<file path="src/design/ebv_pkg.sv">
package ebv_pkg;

  localparam int PosW     = 17;
  localparam int SpdW     = 12;
  localparam int CfgIdxW  = 3;

  localparam logic [PosW-1:0] START_POSITION = 17'd5000;
  localparam logic [6:0]      WARN_FACTOR    = 7'd120;

  typedef enum logic [CfgIdxW-1:0] {
    CFG_OBSTACLE_POSITION = 3'd0,
    CFG_VEHICLE_LENGTH    = 3'd1,
    CFG_TOP_SPEED         = 3'd2,
    CFG_DRIVE_ACCEL       = 3'd3,
    CFG_BRAKE_DECEL       = 3'd4,
    CFG_COAST_DECEL       = 3'd5,
    CFG_TRIGGER_MARGIN    = 3'd6,
    CFG_MIN_TRIGGER_SPEED = 3'd7
  } cfg_idx_t;

  typedef struct packed {
    logic [16:0] obstacle_position;
    logic [16:0] vehicle_length;
    logic [11:0] top_speed;
    logic [7:0]  drive_accel;
    logic [7:0]  brake_decel;
    logic [7:0]  coast_decel;
    logic [15:0] trigger_margin;
    logic [11:0] min_trigger_speed;
  } cfg_t;

  typedef struct packed {
    logic [PosW-1:0] position;
    logic [SpdW-1:0] speed;
    logic            brake_latch;
    logic            auto_drive;
  } state_t;

  typedef struct packed {
    logic toggle_auto;
    logic restart;
    logic drive_request;
  } cmd_t;

  typedef struct packed {
    logic [PosW-1:0] position;
    logic [SpdW-1:0] speed;
    logic [PosW-1:0] gap;
    logic            brake_active;
    logic            auto_mode;
    logic            collision_warning;
  } res_t;

endpackage

</file>
<file path="src/design/ebv_in_if.sv">
interface ebv_in_if;
  logic valid;
  logic ready;
  logic toggle_auto;
  logic restart;
  logic drive_request;

  modport source (output valid, output toggle_auto, output restart, output drive_request,
                  input ready);
  modport sink (input valid, input toggle_auto, input restart, input drive_request,
                output ready);
endinterface

</file>
<file path="src/design/ebv_out_if.sv">
interface ebv_out_if;
  logic        valid;
  logic        ready;
  logic [16:0] position;
  logic [11:0] speed;
  logic [16:0] gap;
  logic        brake_active;
  logic        auto_mode;
  logic        collision_warning;

  modport source (output valid, output position, output speed, output gap,
                  output brake_active, output auto_mode, output collision_warning,
                  input ready);
  modport sink (input valid, input position, input speed, input gap,
                input brake_active, input auto_mode, input collision_warning,
                output ready);
endinterface

</file>
<file path="src/design/ebv_cfg_if.sv">
interface ebv_cfg_if;
  logic        valid;
  logic        ready;
  logic [2:0]  index;
  logic [16:0] data;

  modport source (output valid, output index, output data, input ready);
  modport sink (input valid, input index, input data, output ready);
endinterface

</file>
<file path="src/design/ebv_step.sv">
module ebv_step (
  input  ebv_pkg::cfg_t   cfg,
  input  ebv_pkg::state_t st,
  input  ebv_pkg::cmd_t   cmd,
  output ebv_pkg::state_t nst,
  output ebv_pkg::res_t   res
);
  import ebv_pkg::*;

  logic [16:0]        pos0;
  logic [11:0]        spd0;
  logic               latch0;
  logic               auto0;
  logic [17:0]        front;
  logic [18:0]        gap_full;
  logic [16:0]        gap;
  logic [18:0]        warn_lim;
  logic               over_margin;
  logic [16:0]        excess;
  logic [25:0]        lhs;
  logic [23:0]        sq;
  logic               trig;
  logic               brake;
  logic               go;
  logic signed [13:0] s_raw;
  logic [11:0]        spd1;
  logic [17:0]        pos_sum;
  logic               reach;
  logic [16:0]        stop_pos;

  always_comb begin
    // Toggle first, then restart overrides everything.
    pos0   = cmd.restart ? START_POSITION : st.position;
    spd0   = cmd.restart ? 12'd0 : st.speed;
    latch0 = cmd.restart ? 1'b0 : st.brake_latch;
    auto0  = cmd.restart ? 1'b0 : (st.auto_drive ^ cmd.toggle_auto);

    front    = {1'b0, pos0} + {1'b0, cfg.vehicle_length};
    gap_full = {2'b0, cfg.obstacle_position} - {1'b0, front};
    gap      = gap_full[18] ? 17'd0 : gap_full[16:0];

    warn_lim = 19'(spd0) * 19'(WARN_FACTOR);

    // Below the margin the left side is negative and the test always passes.
    over_margin = gap > {1'b0, cfg.trigger_margin};
    excess      = gap - {1'b0, cfg.trigger_margin};
    lhs         = 26'({cfg.brake_decel, 1'b0}) * 26'(excess);
    sq          = 24'(spd0) * 24'(spd0);
    trig = (gap != 17'd0) && (!over_margin || (lhs <= 26'(sq)))
           && (spd0 > cfg.min_trigger_speed);

    brake = latch0 || trig;
    go    = (auto0 && !trig) || cmd.drive_request;

    priority if (brake) begin
      s_raw = $signed(14'(spd0)) - $signed(14'(cfg.brake_decel));
    end else if (go) begin
      s_raw = $signed(14'(spd0)) + $signed(14'(cfg.drive_accel));
    end else begin
      s_raw = $signed(14'(spd0)) - $signed(14'(cfg.coast_decel));
    end

    // The ceiling applies only outside braking.
    priority if (s_raw[13]) begin
      spd1 = 12'd0;
    end else if (!brake && (s_raw[12:0] > {1'b0, cfg.top_speed})) begin
      spd1 = cfg.top_speed;
    end else begin
      spd1 = s_raw[11:0];
    end

    pos_sum  = {1'b0, pos0} + 18'(spd1);
    reach    = ({1'b0, pos_sum} + {2'b0, cfg.vehicle_length})
               >= {2'b0, cfg.obstacle_position};
    stop_pos = (cfg.obstacle_position < cfg.vehicle_length) ? 17'd0
               : (cfg.obstacle_position - cfg.vehicle_length);

    nst.position    = reach ? stop_pos : pos_sum[16:0];
    nst.speed       = reach ? 12'd0 : spd1;
    nst.brake_latch = brake;
    nst.auto_drive  = auto0 && !trig;

    res.position          = nst.position;
    res.speed             = nst.speed;
    res.gap               = gap;
    res.brake_active      = brake;
    res.auto_mode         = nst.auto_drive;
    res.collision_warning = {2'b0, gap} < warn_lim;
  end

endmodule

</file>
<file path="src/design/emergency_brake_vehicle_step_core.sv">
// A word accepted on in_ch waits in the input register; its tick result enters the
// result register once that register is free or draining, for out_ch to hand over.
// Throughput: one word per cycle unless out_ch stalls; the tick update sits
// combinationally between input and result registers; its state feeds the next word.
// Reset (rst_n low, synchronous): vehicle at position 5000, speed 0, brake and
// auto-drive off, all configuration registers at their defaults, both stages empty.
module emergency_brake_vehicle_step_core (
  input logic clk,
  input logic rst_n,
  ebv_in_if.sink    in_ch,
  ebv_out_if.source out_ch,
  ebv_cfg_if.sink   cfg_ch
);
  import ebv_pkg::*;

  cfg_t   cfg_r;
  cfg_t   cfg_nxt;
  state_t st_r;
  state_t st_nxt;
  state_t st_calc;
  cmd_t   cmd_r;
  res_t   res_r;
  res_t   res_calc;
  logic   s1_v_r;
  logic   out_v_r;
  logic   s1_fire;
  logic   in_fire;

  ebv_step u_step (
    .cfg (cfg_r),
    .st  (st_r),
    .cmd (cmd_r),
    .nst (st_calc),
    .res (res_calc)
  );

  // The held word moves on whenever the result register is free or draining.
  assign s1_fire     = s1_v_r && (!out_v_r || out_ch.ready);
  assign in_ch.ready = !s1_v_r || s1_fire;
  assign in_fire     = in_ch.valid && in_ch.ready;
  assign cfg_ch.ready = 1'b1;

  assign out_ch.valid             = out_v_r;
  assign out_ch.position          = res_r.position;
  assign out_ch.speed             = res_r.speed;
  assign out_ch.gap               = res_r.gap;
  assign out_ch.brake_active      = res_r.brake_active;
  assign out_ch.auto_mode         = res_r.auto_mode;
  assign out_ch.collision_warning = res_r.collision_warning;

  always_comb begin
    cfg_nxt = cfg_r;
    if (cfg_ch.valid) begin
      unique case (cfg_idx_t'(cfg_ch.index))
        CFG_OBSTACLE_POSITION: cfg_nxt.obstacle_position = cfg_ch.data;
        CFG_VEHICLE_LENGTH:    cfg_nxt.vehicle_length    = cfg_ch.data;
        CFG_TOP_SPEED:         cfg_nxt.top_speed         = cfg_ch.data[11:0];
        CFG_DRIVE_ACCEL:       cfg_nxt.drive_accel       = cfg_ch.data[7:0];
        CFG_BRAKE_DECEL:       cfg_nxt.brake_decel       = cfg_ch.data[7:0];
        CFG_COAST_DECEL:       cfg_nxt.coast_decel       = cfg_ch.data[7:0];
        CFG_TRIGGER_MARGIN:    cfg_nxt.trigger_margin    = cfg_ch.data[15:0];
        CFG_MIN_TRIGGER_SPEED: cfg_nxt.min_trigger_speed = cfg_ch.data[11:0];
        default:               cfg_nxt = cfg_r;
      endcase
    end
    st_nxt = s1_fire ? st_calc : st_r;
  end

  always_ff @(posedge clk) begin
    if (!rst_n) begin
      cfg_r.obstacle_position <= 17'd65000;
      cfg_r.vehicle_length    <= 17'd6000;
      cfg_r.top_speed         <= 12'd1200;
      cfg_r.drive_accel       <= 8'd15;
      cfg_r.brake_decel       <= 8'd40;
      cfg_r.coast_decel       <= 8'd5;
      cfg_r.trigger_margin    <= 16'd2000;
      cfg_r.min_trigger_speed <= 12'd50;
      st_r.position           <= START_POSITION;
      st_r.speed              <= 12'd0;
      st_r.brake_latch        <= 1'b0;
      st_r.auto_drive         <= 1'b0;
      s1_v_r                  <= 1'b0;
      out_v_r                 <= 1'b0;
    end else begin
      cfg_r <= cfg_nxt;
      st_r  <= st_nxt;
      if (in_ch.ready) begin
        s1_v_r <= in_ch.valid;
      end
      if (s1_fire) begin
        out_v_r <= 1'b1;
      end else if (out_ch.ready) begin
        out_v_r <= 1'b0;
      end
    end
  end

  always_ff @(posedge clk) begin
    if (in_fire) begin
      cmd_r.toggle_auto   <= in_ch.toggle_auto;
      cmd_r.restart       <= in_ch.restart;
      cmd_r.drive_request <= in_ch.drive_request;
    end
    if (s1_fire) begin
      res_r <= res_calc;
    end
  end

endmodule
</file>
<file path="src/flat_wrapper.sv">
// flat-port wrapper written by rule: the top's interface ports become plain ports
module emergency_brake_vehicle_step_core_flat import ebv_pkg::*;
  (clk, rst_n, in_ch_valid, in_ch_toggle_auto, in_ch_restart, in_ch_drive_request, in_ch_ready, out_ch_valid, out_ch_position, out_ch_speed, out_ch_gap, out_ch_brake_active, out_ch_auto_mode, out_ch_collision_warning, out_ch_ready, cfg_ch_valid, cfg_ch_index, cfg_ch_data, cfg_ch_ready);
  ebv_in_if in_ch_i ();
  ebv_out_if out_ch_i ();
  ebv_cfg_if cfg_ch_i ();
  input logic clk;
  input logic rst_n;
  input wire logic [$bits(in_ch_i.valid)-1:0] in_ch_valid;
  input wire logic [$bits(in_ch_i.toggle_auto)-1:0] in_ch_toggle_auto;
  input wire logic [$bits(in_ch_i.restart)-1:0] in_ch_restart;
  input wire logic [$bits(in_ch_i.drive_request)-1:0] in_ch_drive_request;
  output wire logic [$bits(in_ch_i.ready)-1:0] in_ch_ready;
  output wire logic [$bits(out_ch_i.valid)-1:0] out_ch_valid;
  output wire logic [$bits(out_ch_i.position)-1:0] out_ch_position;
  output wire logic [$bits(out_ch_i.speed)-1:0] out_ch_speed;
  output wire logic [$bits(out_ch_i.gap)-1:0] out_ch_gap;
  output wire logic [$bits(out_ch_i.brake_active)-1:0] out_ch_brake_active;
  output wire logic [$bits(out_ch_i.auto_mode)-1:0] out_ch_auto_mode;
  output wire logic [$bits(out_ch_i.collision_warning)-1:0] out_ch_collision_warning;
  input wire logic [$bits(out_ch_i.ready)-1:0] out_ch_ready;
  input wire logic [$bits(cfg_ch_i.valid)-1:0] cfg_ch_valid;
  input wire logic [$bits(cfg_ch_i.index)-1:0] cfg_ch_index;
  input wire logic [$bits(cfg_ch_i.data)-1:0] cfg_ch_data;
  output wire logic [$bits(cfg_ch_i.ready)-1:0] cfg_ch_ready;
  assign in_ch_i.valid = in_ch_valid;
  assign in_ch_i.toggle_auto = in_ch_toggle_auto;
  assign in_ch_i.restart = in_ch_restart;
  assign in_ch_i.drive_request = in_ch_drive_request;
  assign in_ch_ready = in_ch_i.ready;
  assign out_ch_valid = out_ch_i.valid;
  assign out_ch_position = out_ch_i.position;
  assign out_ch_speed = out_ch_i.speed;
  assign out_ch_gap = out_ch_i.gap;
  assign out_ch_brake_active = out_ch_i.brake_active;
  assign out_ch_auto_mode = out_ch_i.auto_mode;
  assign out_ch_collision_warning = out_ch_i.collision_warning;
  assign out_ch_i.ready = out_ch_ready;
  assign cfg_ch_i.valid = cfg_ch_valid;
  assign cfg_ch_i.index = cfg_ch_index;
  assign cfg_ch_i.data = cfg_ch_data;
  assign cfg_ch_ready = cfg_ch_i.ready;
  emergency_brake_vehicle_step_core u_core (.clk(clk), .rst_n(rst_n), .in_ch(in_ch_i), .out_ch(out_ch_i), .cfg_ch(cfg_ch_i));
endmodule
</file>
<file path="config.mk">
export PLATFORM = sky130hd
export DESIGN_NAME = emergency_brake_vehicle_step_core_flat
export DESIGN_NICKNAME = d
export VERILOG_FILES = /design/src/design/ebv_pkg.sv /design/src/design/ebv_in_if.sv /design/src/design/ebv_out_if.sv /design/src/design/ebv_cfg_if.sv /design/src/design/ebv_step.sv /design/src/design/emergency_brake_vehicle_step_core.sv /design/src/flat_wrapper.sv
export SDC_FILE = /design/constraint.sdc
export NUM_CORES = 1
export LEC_CHECK = 0
export ABC_AREA = 1
export BUFFER_PORTS_ARGS = -buffer_cell sky130_fd_sc_hd__buf_4
export CAP_MARGIN = 10
export CELL_PAD_IN_SITES_DETAIL_PLACEMENT = 0
export CELL_PAD_IN_SITES_GLOBAL_PLACEMENT = 2
export CORE_ASPECT_RATIO = 0.7
export CORE_UTILIZATION = 42
export CTS_CLUSTER_SIZE = 30
export DETAILED_ROUTE_END_ITERATION = 12
export PLACE_DENSITY_LB_ADDON = 0.1
export SKIP_CTS_REPAIR_TIMING = 1
export SYNTH_ARGS = -nofsm -noshare
export SYNTH_HDL_FRONTEND = slang
export SYNTH_SLANG_ARGS = --single-unit
</file>
<file path="constraint.sdc">
create_clock -name clk -period 27.4 [get_ports clk]
set_input_delay 5.48 -clock clk [delete_from_list [all_inputs] [get_ports clk]]
set_output_delay 5.48 -clock clk [all_outputs]
set_load 0.005 [all_outputs]
</file>
**Word-level counts from Yosys, hierarchy flattened**

Cells that the tools add are included.

- Register bits: 183
- Input bits: 28
- Output and inout bits: 52
- Logic and storage cells: 91

- Add/sub/neg operators: 9
- $mul: 3
- Order comparisons: 7
- Equality and inequality tests: 7
- Mux-type cells: 14
- Bitwise operators: 1
- Reduce and logical (&&, ||, !) cells: 27

Operators by type and width:

| cell | number |
|---|---|
| $mux 17 | 4 |
| $mux 12 | 4 |
| $mux 14 | 2 |
| $le 26x24->1 | 1 |
| $sub 12x8->13 | 2 |
| $mul 8x17->25 | 1 |
| $mul 12x12->24 | 1 |
| $add 18x17->19 | 1 |
| $ge 19x17->1 | 1 |
| $lt 17x19->1 | 1 |
| $sub 17x18->19 | 1 |
| $add 17x12->18 | 1 |
| $add 17x17->18 | 1 |
| $gt 17x16->1 | 1 |
| $lt 17x17->1 | 1 |
| $reduce_bool 17->1 | 1 |
| $sub 17x16->17 | 1 |
| $sub 17x17->17 | 1 |
| $mul 12x4->16 const B | 1 |
| $reduce_and 2->1 | 8 |
| $add 12x8->13 | 1 |
| $gt 13x12->1 | 1 |
| $eq 3x3->1 const B | 4 |
| $gt 12x12->1 | 1 |
| 9 further kinds | 26 |

**Longest topological paths before layout**

Gate-level depths: netlist of the first run.

- Depth in word-level cells: 23
- Depth in mapped cells: 117
- Mapped depth without buffers: 112

**Cells and area by module**

Synthesis of the first run repeated with hierarchy kept, for this count alone.

- Cells, all modules: 3269
- Area total of the unflattened synthesis: 24307.1 µm²

Modules (own cells, without submodules):

| module | times used | cells an instance | area each (µm²) | seq. area each (µm²) |
|---|---|---|---|---|
| ebv_step | 1 | 2515 | 17655.7 | 0.0 |
| emergency_brake_vehicle_step_core | 1 | 754 | 6651.4 | 4184.0 |

**Worst setup path after synthesis of the first run**

Ideal clock, no wire load.

- Path type: register to register
- Start: reg u_core.cmd_r[1] (netlist bit)
- End: reg u_core.st_r[17] (netlist bit)
- Setup time: 0.065 ns
- Data arrival time: 16.209 ns
- Data required time: 27.335 ns
- Slack: 11.126 ns
- Cell stages (with the launch flop): 109
- Path buffers: 6
- Clock period less this slack: 16.274 ns
- Cells stage by stage: edfxtp_1 -> clkbuf_1 -> clkbuf_1 -> clkbuf_1 -> nor2_1 -> inv_1 -> fa_1 -> ha_1 -> nand2_2 -> nor2_4 -> nand3_1 -> nand3_2 -> nand2_2 -> nand2_4 -> buf_6 -> nand2_1 -> ha_1 -> fa_1 -> (+73 left out) -> o21bai_1 -> xnor2_1 -> inv_1 -> ha_1 -> nand2_1 -> nor2_1 -> inv_1 -> o311ai_0 -> nand2_1 -> o211ai_1 -> nand2_1 -> a21boi_0 -> nor2_2 -> nor2_2 -> nand2_1 -> nand2_1 -> nand2_1 -> nand2_1

RTL lines:

| what | RTL line | text |
|---|---|---|
| from (decl) | emergency_brake_vehicle_step_core.sv:21 | `cmd_t cmd_r;` |
| to (signal assigned) | emergency_brake_vehicle_step_core.sv:87 | `st_r <= st_nxt;` |
| to (decl) | emergency_brake_vehicle_step_core.sv:18 | `state_t st_r;` |

==> results of run 1 <==
-- sequential cells by signal, indices dropped and copies added (netlist names) --
name,flops
u_core.cmd_r,3
u_core.out_ch.auto_mode,1
u_core.out_ch.position,17
u_core.out_ch.speed,12
u_core.out_ch.brake_active,1
u_core.out_ch.collision_warning,1
u_core.st_r,31
u_core.cfg_r,98
u_core.out_ch.gap,17
u_core.out_ch.valid,1
u_core.s1_v_r,1
-- per-stage QoR --
stage	hold slack [ns]	std cells	utilization (%)	area, um2
final	0.467	3895	46.1	25500
after global routing	0.488	3895	46.1	25500
after CTS	0.471	3895	46.1	25500
after detailed placement	0.461	3863	45.0	24900
after global placement	0.448	3863	45.0	24900
after floorplan	0.433	3086	-	23500
-- tightest hold or removal path: stages (launching register included) --
cell	delay, ns
dfxtp_1	0.30
inv_1	0.06
a21oi_1	0.06
-- cell usage after synthesis, types with 38 or more instances --
library cell / count / area share (%)
a21oi_1: 257 / 5.5
o21ai_0: 131 / 2.8
nand3_1: 105 / 2.2
ha_1: 321 / 17
nor2_1: 311 / 5.0
o211ai_1: 38 / 1.2
clkbuf_1: 43 / 0.69
fa_1: 214 / 18
inv_1: 618 / 9.9
xnor2_1: 44 / 1.6
nand2_1: 503 / 8.0
xor2_1: 97 / 3.6
edfxtp_1: 52 / 6.6
dfxtp_1: 131 / 11
-- layout make-up --
class                   instances  area share (%)
multi-input cells            2214            65.5
flip-flops and latches        183            16.4
inverters                     627            9.23
well taps                     740            3.63
repair buffers                 99            2.91
clock buffers                  18            1.68
clock inverters                14           0.638
-- metal layers --
layer | GRT usage [%] | part of all wire [%]
met1 | 47.9 | 55
met2 | 37.7 | 37
met3 | 6.34 | 8.1
met4 | 3.19 | 0.52
met5 | 0 | 0
-- path summary, 6_finish.rpt --
check	from	to	cells after the start
worst max register to register	u_core.cmd_r[1]$_DFFE_PP_	u_core.st_r[14]$_SDFFE_PN0P_	102
worst max-delay path	u_core.cmd_r[1]$_DFFE_PP_	u_core.st_r[14]$_SDFFE_PN0P_	102
worst min register to register	u_core.cfg_r[6]$_SDFFE_PN0P_	u_core.cfg_r[6]$_SDFFE_PN0P_	2
worst min-delay path	u_core.cfg_r[6]$_SDFFE_PN0P_	u_core.cfg_r[6]$_SDFFE_PN0P_	2
-- logic make-up (layout without fill, tap and decap cells) --
group                    after synthesis  count (layout)  share of synthesized area, %
AND/OR/NAND/NOR                     1026            1026                          18.3
buffers and inverters                689             758                          11.2
adder cells (fa/ha/maj)              535             535                          35.3
AO/OA/AOI/OAI                        510             510                          12.1
flip-flops                           183             183                          17.8
XOR/XNOR                             142             142                          5.32
other                                  1               1                        0.0159
==> flow_summary_export.csv, run 1 <==
group,metric,value,unit
critical_path,max_stage_delay,0.64,ns
critical_path,cp_num_buf_inv,15,
synthesis,ys.warnings.count,0,
cells_and_area,layout_commonest_cell,"inv_1",
synthesis,ys.flop_type,"dfxtp_1",
flow_run,max-cap-violations,0,
critical_path,cp_slowest_cell,"xnor2_1",
synthesis,syn_inst,3086,
sta,tightest_slew,1.10,ns
routing,firstDrtPassIters,5,
sta,timing.fmax,0.0504,GHz
placed_design,place_hpwl,67.1,mm
sta,rsz0062_at_grt,"no",
cts,clockRootBuffer,"clkbuf_16",
routing,ant_nets,0,
critical_path,cp_data_arrival_time,20.28,ns
cts,cts_tree,"done",
floorplanning,std_cell_rows,72,
cts,cts_buffers,17,
cells_and_area,nNetsFinal,3705,
global_routing,antenna_found_initial,1,
cells_and_area,area_growth,8.44,%
synthesis,syn_area,23500,um2
cts,cts.htree.levels,4,
cts,clk_latency,0.48,ns
sta,drv_slew,0,
critical_path,crit_type,"flip-flop to flip-flop",
global_routing,grt_util_all_layers,28.9,%
critical_path,path_delay_family,"compound AO/OA/AOI/OAI gates",
floorplanning,coreArea,55300,um2
cells_and_area,multiInputGateArea,16700,um2
placed_design,pre_cts_slack,8.01,ns
cells_and_area,layout_common_cells,"inv_1, nand2_1, ha_1",
sta,finalSetupViolCount,0,
sta,period_needed,19.86,ns
synthesis,synth_seq_area_share,17.8,%
sta,relSlewSlack,27.0,%
synthesis,syn-num-nets,3649,
routing,drtIter0Drc,1851,
routing,routed_via_density,5.24,
synthesis,synth.avg_cell_area,7.62,um2
routing,wl,80.7,mm
routing,post_drt_wl_per_cell,20.7,um
synthesis,synthDistinctLibCells,57,
cells_and_area,fill_cells,5708,
global_routing,grt_pass1_wl,123,mm
floorplanning,dieWidth,285,um
global_routing,grt_overflow,0,
synthesis,synth_seq_cells,183,
sta,finalHoldViolCount,0,
critical_path,reg2reg_slack,7.54,ns
cts,clk_pin_slew,0.08,ns
synthesis,synth_edf_count,52,
cts,clock-sinks,183,
critical_path,cp_common_cell,"nand2_1",
global_routing,grt_pass1_vias,19834,
routing,route.detailed.drc,0,
cells_and_area,drive_gt1_share,5.58,%
floorplanning,start_util,42.5,%
floorplanning,dieArea,57000,um2
critical_path,end_kind,"flip-flop",
sta,fin_worst_skew,0.0174,ns
routing,via_count,20411,
cells_and_area,diodes,0,
critical_path,start_kind,"flip-flop",
outcome,outcome,"complete, no violations",
placed_design,gp_congestion,0.988,
cells_and_area,seqCellArea,4180,um2
floorplanning,ios,80,
placed_design,portBuffers,78,
sta,setup_ws,7.54,ns
worst_hold_path,hold_class,"flip-flop to flip-flop",
sta,fin_tns_setup,0,ns
sta,fin_crit_sh,72.5,%
cts,clock_path_buffers,2,
critical_path,critPathMaxFanout,32,
synthesis,async_reset_ff_share,0,%
floorplanning,die_h,200,um
critical_path,cp.required,27.83,ns
global_routing,grt_start_max_net_pins,90,
Power of run 1 is left out: the tool's default activity adds up to more than one toggle a clock period on the data nets, which glitch-free logic cannot reach.
==> inputs of run 2 (changes only) <==
--- a/config.mk
+++ b/config.mk
@@ -11,7 +11,7 @@
 export CELL_PAD_IN_SITES_DETAIL_PLACEMENT = 0
 export CELL_PAD_IN_SITES_GLOBAL_PLACEMENT = 2
 export CORE_ASPECT_RATIO = 0.7
-export CORE_UTILIZATION = 42
+export CORE_UTILIZATION = 39
 export CTS_CLUSTER_SIZE = 30
 export DETAILED_ROUTE_END_ITERATION = 12
 export PLACE_DENSITY_LB_ADDON = 0.1
==> constraint.sdc (replaced) <==
create_clock -name clk -period 18.75 [get_ports clk]
set_input_delay 3.75 -clock clk [delete_from_list [all_inputs] [get_ports clk]]
set_output_delay 3.75 -clock clk [all_outputs]
set_load 0.005 [all_outputs]
==> flow_summary_export.csv, run 2 (synthesized netlist as in run 1, its figures left out) <==
group,metric,value,unit
global_routing,top_usage_layer,"met1",
placed_design,pre_cts_slack,-0.161,ns
cells_and_area,fill_cells,6089,
critical_path,path_delay_family,"adder cells",
routing,route.detailed.drc,0,
cells_and_area,area_growth,11.2,%
critical_path,max_stage_delay,0.60,ns
floorplanning,coreArea,59000,um2
global_routing,grt_overflow,0,
sta,tightest_slew,0.978,ns
routing,drtIter0Drc,1710,
cts,clk_latency,0.47,ns
global_routing,met2_usage,33.5,%
critical_path,cp_data_arrival_time,17.87,ns
cts,cts_buffers,17,
flow_run,max-cap-violations,0,
placed_design,gp_congestion,0.987,
cts,clockRootBuffer,"clkbuf_16",
cells_and_area,layout_commonest_cell,"inv_1",
cells_and_area,multiInputGateArea,17000,um2
critical_path,reg2reg_slack,1.24,ns
sta,finalSetupViolCount,0,
cells_and_area,seqCellArea,4180,um2
cells_and_area,nNetsFinal,3736,
sta,fin_worst_skew,0.0187,ns
critical_path,cp_slowest_cell,"fa_1",
floorplanning,dieWidth,296,um
global_routing,antenna_found_initial,1,
outcome,outcome,"complete, no violations",
sta,finalHoldViolCount,0,
routing,ant_nets,0,
critical_path,cp_num_buf_inv,15,
cells_and_area,regMostFlops,"u_core.cfg_r",
worst_hold_path,hold_class,"flip-flop to flip-flop",
cts,cts_tree,"done",
floorplanning,die_h,207,um
routing,firstDrtPassIters,5,
global_routing,grt_start_max_net_pins,61,
critical_path,cp.required,19.10,ns
routing,post_drt_wl_per_cell,20.3,um
sta,setup_ws,1.24,ns
global_routing,use_met3,6.94,%
critical_path,start_kind,"flip-flop",
cts,clock-sinks,183,
sta,period_needed,17.51,ns
cells_and_area,drive_gt1_share,7.82,%
sta,drv_slew,0,
floorplanning,std_cell_rows,74,
placed_design,portBuffers,78,
global_routing,grt_pass1_wl,123,mm
cts,clock_path_buffers,2,
cells_and_area,diodes,0,
floorplanning,ios,80,
routing,wl,80.9,mm
floorplanning,dieArea,61300,um2
sta,fin_crit_sh,93.4,%
floorplanning,start_util,39.9,%
global_routing,grt_util_all_layers,27.0,%
critical_path,critPathMaxFanout,17,
critical_path,cp_common_cell,"nand2_1",
cells_and_area,layout_common_cells,"inv_1, nand2_1, ha_1",
cells_and_area,largest_reg_flops,98,
global_routing,grt_pass1_vias,19783,
cells_and_area,reg_top3,"u_core.cfg_r (98), u_core.st_r (31)",
cts,clk_pin_slew,0.08,ns
critical_path,end_kind,"flip-flop",
cts,cts.htree.levels,4,
routing,via_count,20385,
sta,relSlewSlack,34.7,%
routing,routed_via_density,5.12,
global_routing,gr-usage-met1,45.6,%
placed_design,place_hpwl,67.2,mm
critical_path,crit_type,"flip-flop to flip-flop",
sta,timing.fmax,0.0571,GHz
cells_and_area,final_util,44.3,%
-- run 2: cell types whose count changed in the layout (fill, tap and decap cells not counted), moves of 5 or more --
cell | previous run | this run
xor2_2 | 1 | 7
ha_1 | 321 | 315
buf_4 | 99 | 123
a31oi_2 | 0 | 6
o21ai_2 | 0 | 5
xor2_1 | 97 | 90
o21ai_0 | 131 | 122
a31oi_1 | 20 | 14
-- run 2: per-layer routing --
layer | share of wire [%] | vias up | wire (um)
li1 | - | 9972 | -
met1 | 55 | 9791 | 44700
met2 | 36 | 591 | 28800
met3 | 8.6 | 31 | 6930
met4 | 0.53 | 0 | 427
met5 | 0 | - | 0
-- run 2: final cells by class --
class                      instances  share of cell area (%)
timing repair buffer             129                    3.90
sequential                       183                    16.0
tap                              798                    3.82
clock buffer                      20                    1.79
multi-input combinational       2215                    65.0
inverter                         627                    9.00
clock inverter                    12                   0.488
-- run 2: worst reg2reg max path: cells and delay by family (launching register included) --
family	cells	cell delay, ns
flops	1	0.43
simple gates	37	4.23
fa+ha+maj	15	5.71
xor+xnor	4	0.86
compound gates	32	4.81
buf+inv	15	1.38
-- run 2: through the flow --
stage               cell area, um2  setup TNS (ns)  hold WS, ns  std cells
floorplan                    23500               0        0.433       3086
global placement             25100               0        0.451       3937
detailed placement           25100           -2.18        0.459       3937
CTS                          25700           -4.48        0.471       3969
global route                 26200          -0.156        0.497       3984
finish                       26200               0        0.464       3984
-- run 2: path summary, 6_finish.rpt --
path | startpoint | cells after the start | to
setup reg to reg | u_core.cmd_r[1]$_DFFE_PP_ | 103 | u_core.st_r[25]$_SDFFE_PN0P_
hold / removal | u_core.cfg_r[14]$_SDFFE_PN0P_ | 2 | u_core.cfg_r[14]$_SDFFE_PN0P_
hold reg to reg | u_core.cfg_r[14]$_SDFFE_PN0P_ | 2 | u_core.cfg_r[14]$_SDFFE_PN0P_
setup / recovery | u_core.cmd_r[1]$_DFFE_PP_ | 103 | u_core.st_r[25]$_SDFFE_PN0P_
Power of run 2 is left out for the same reason.
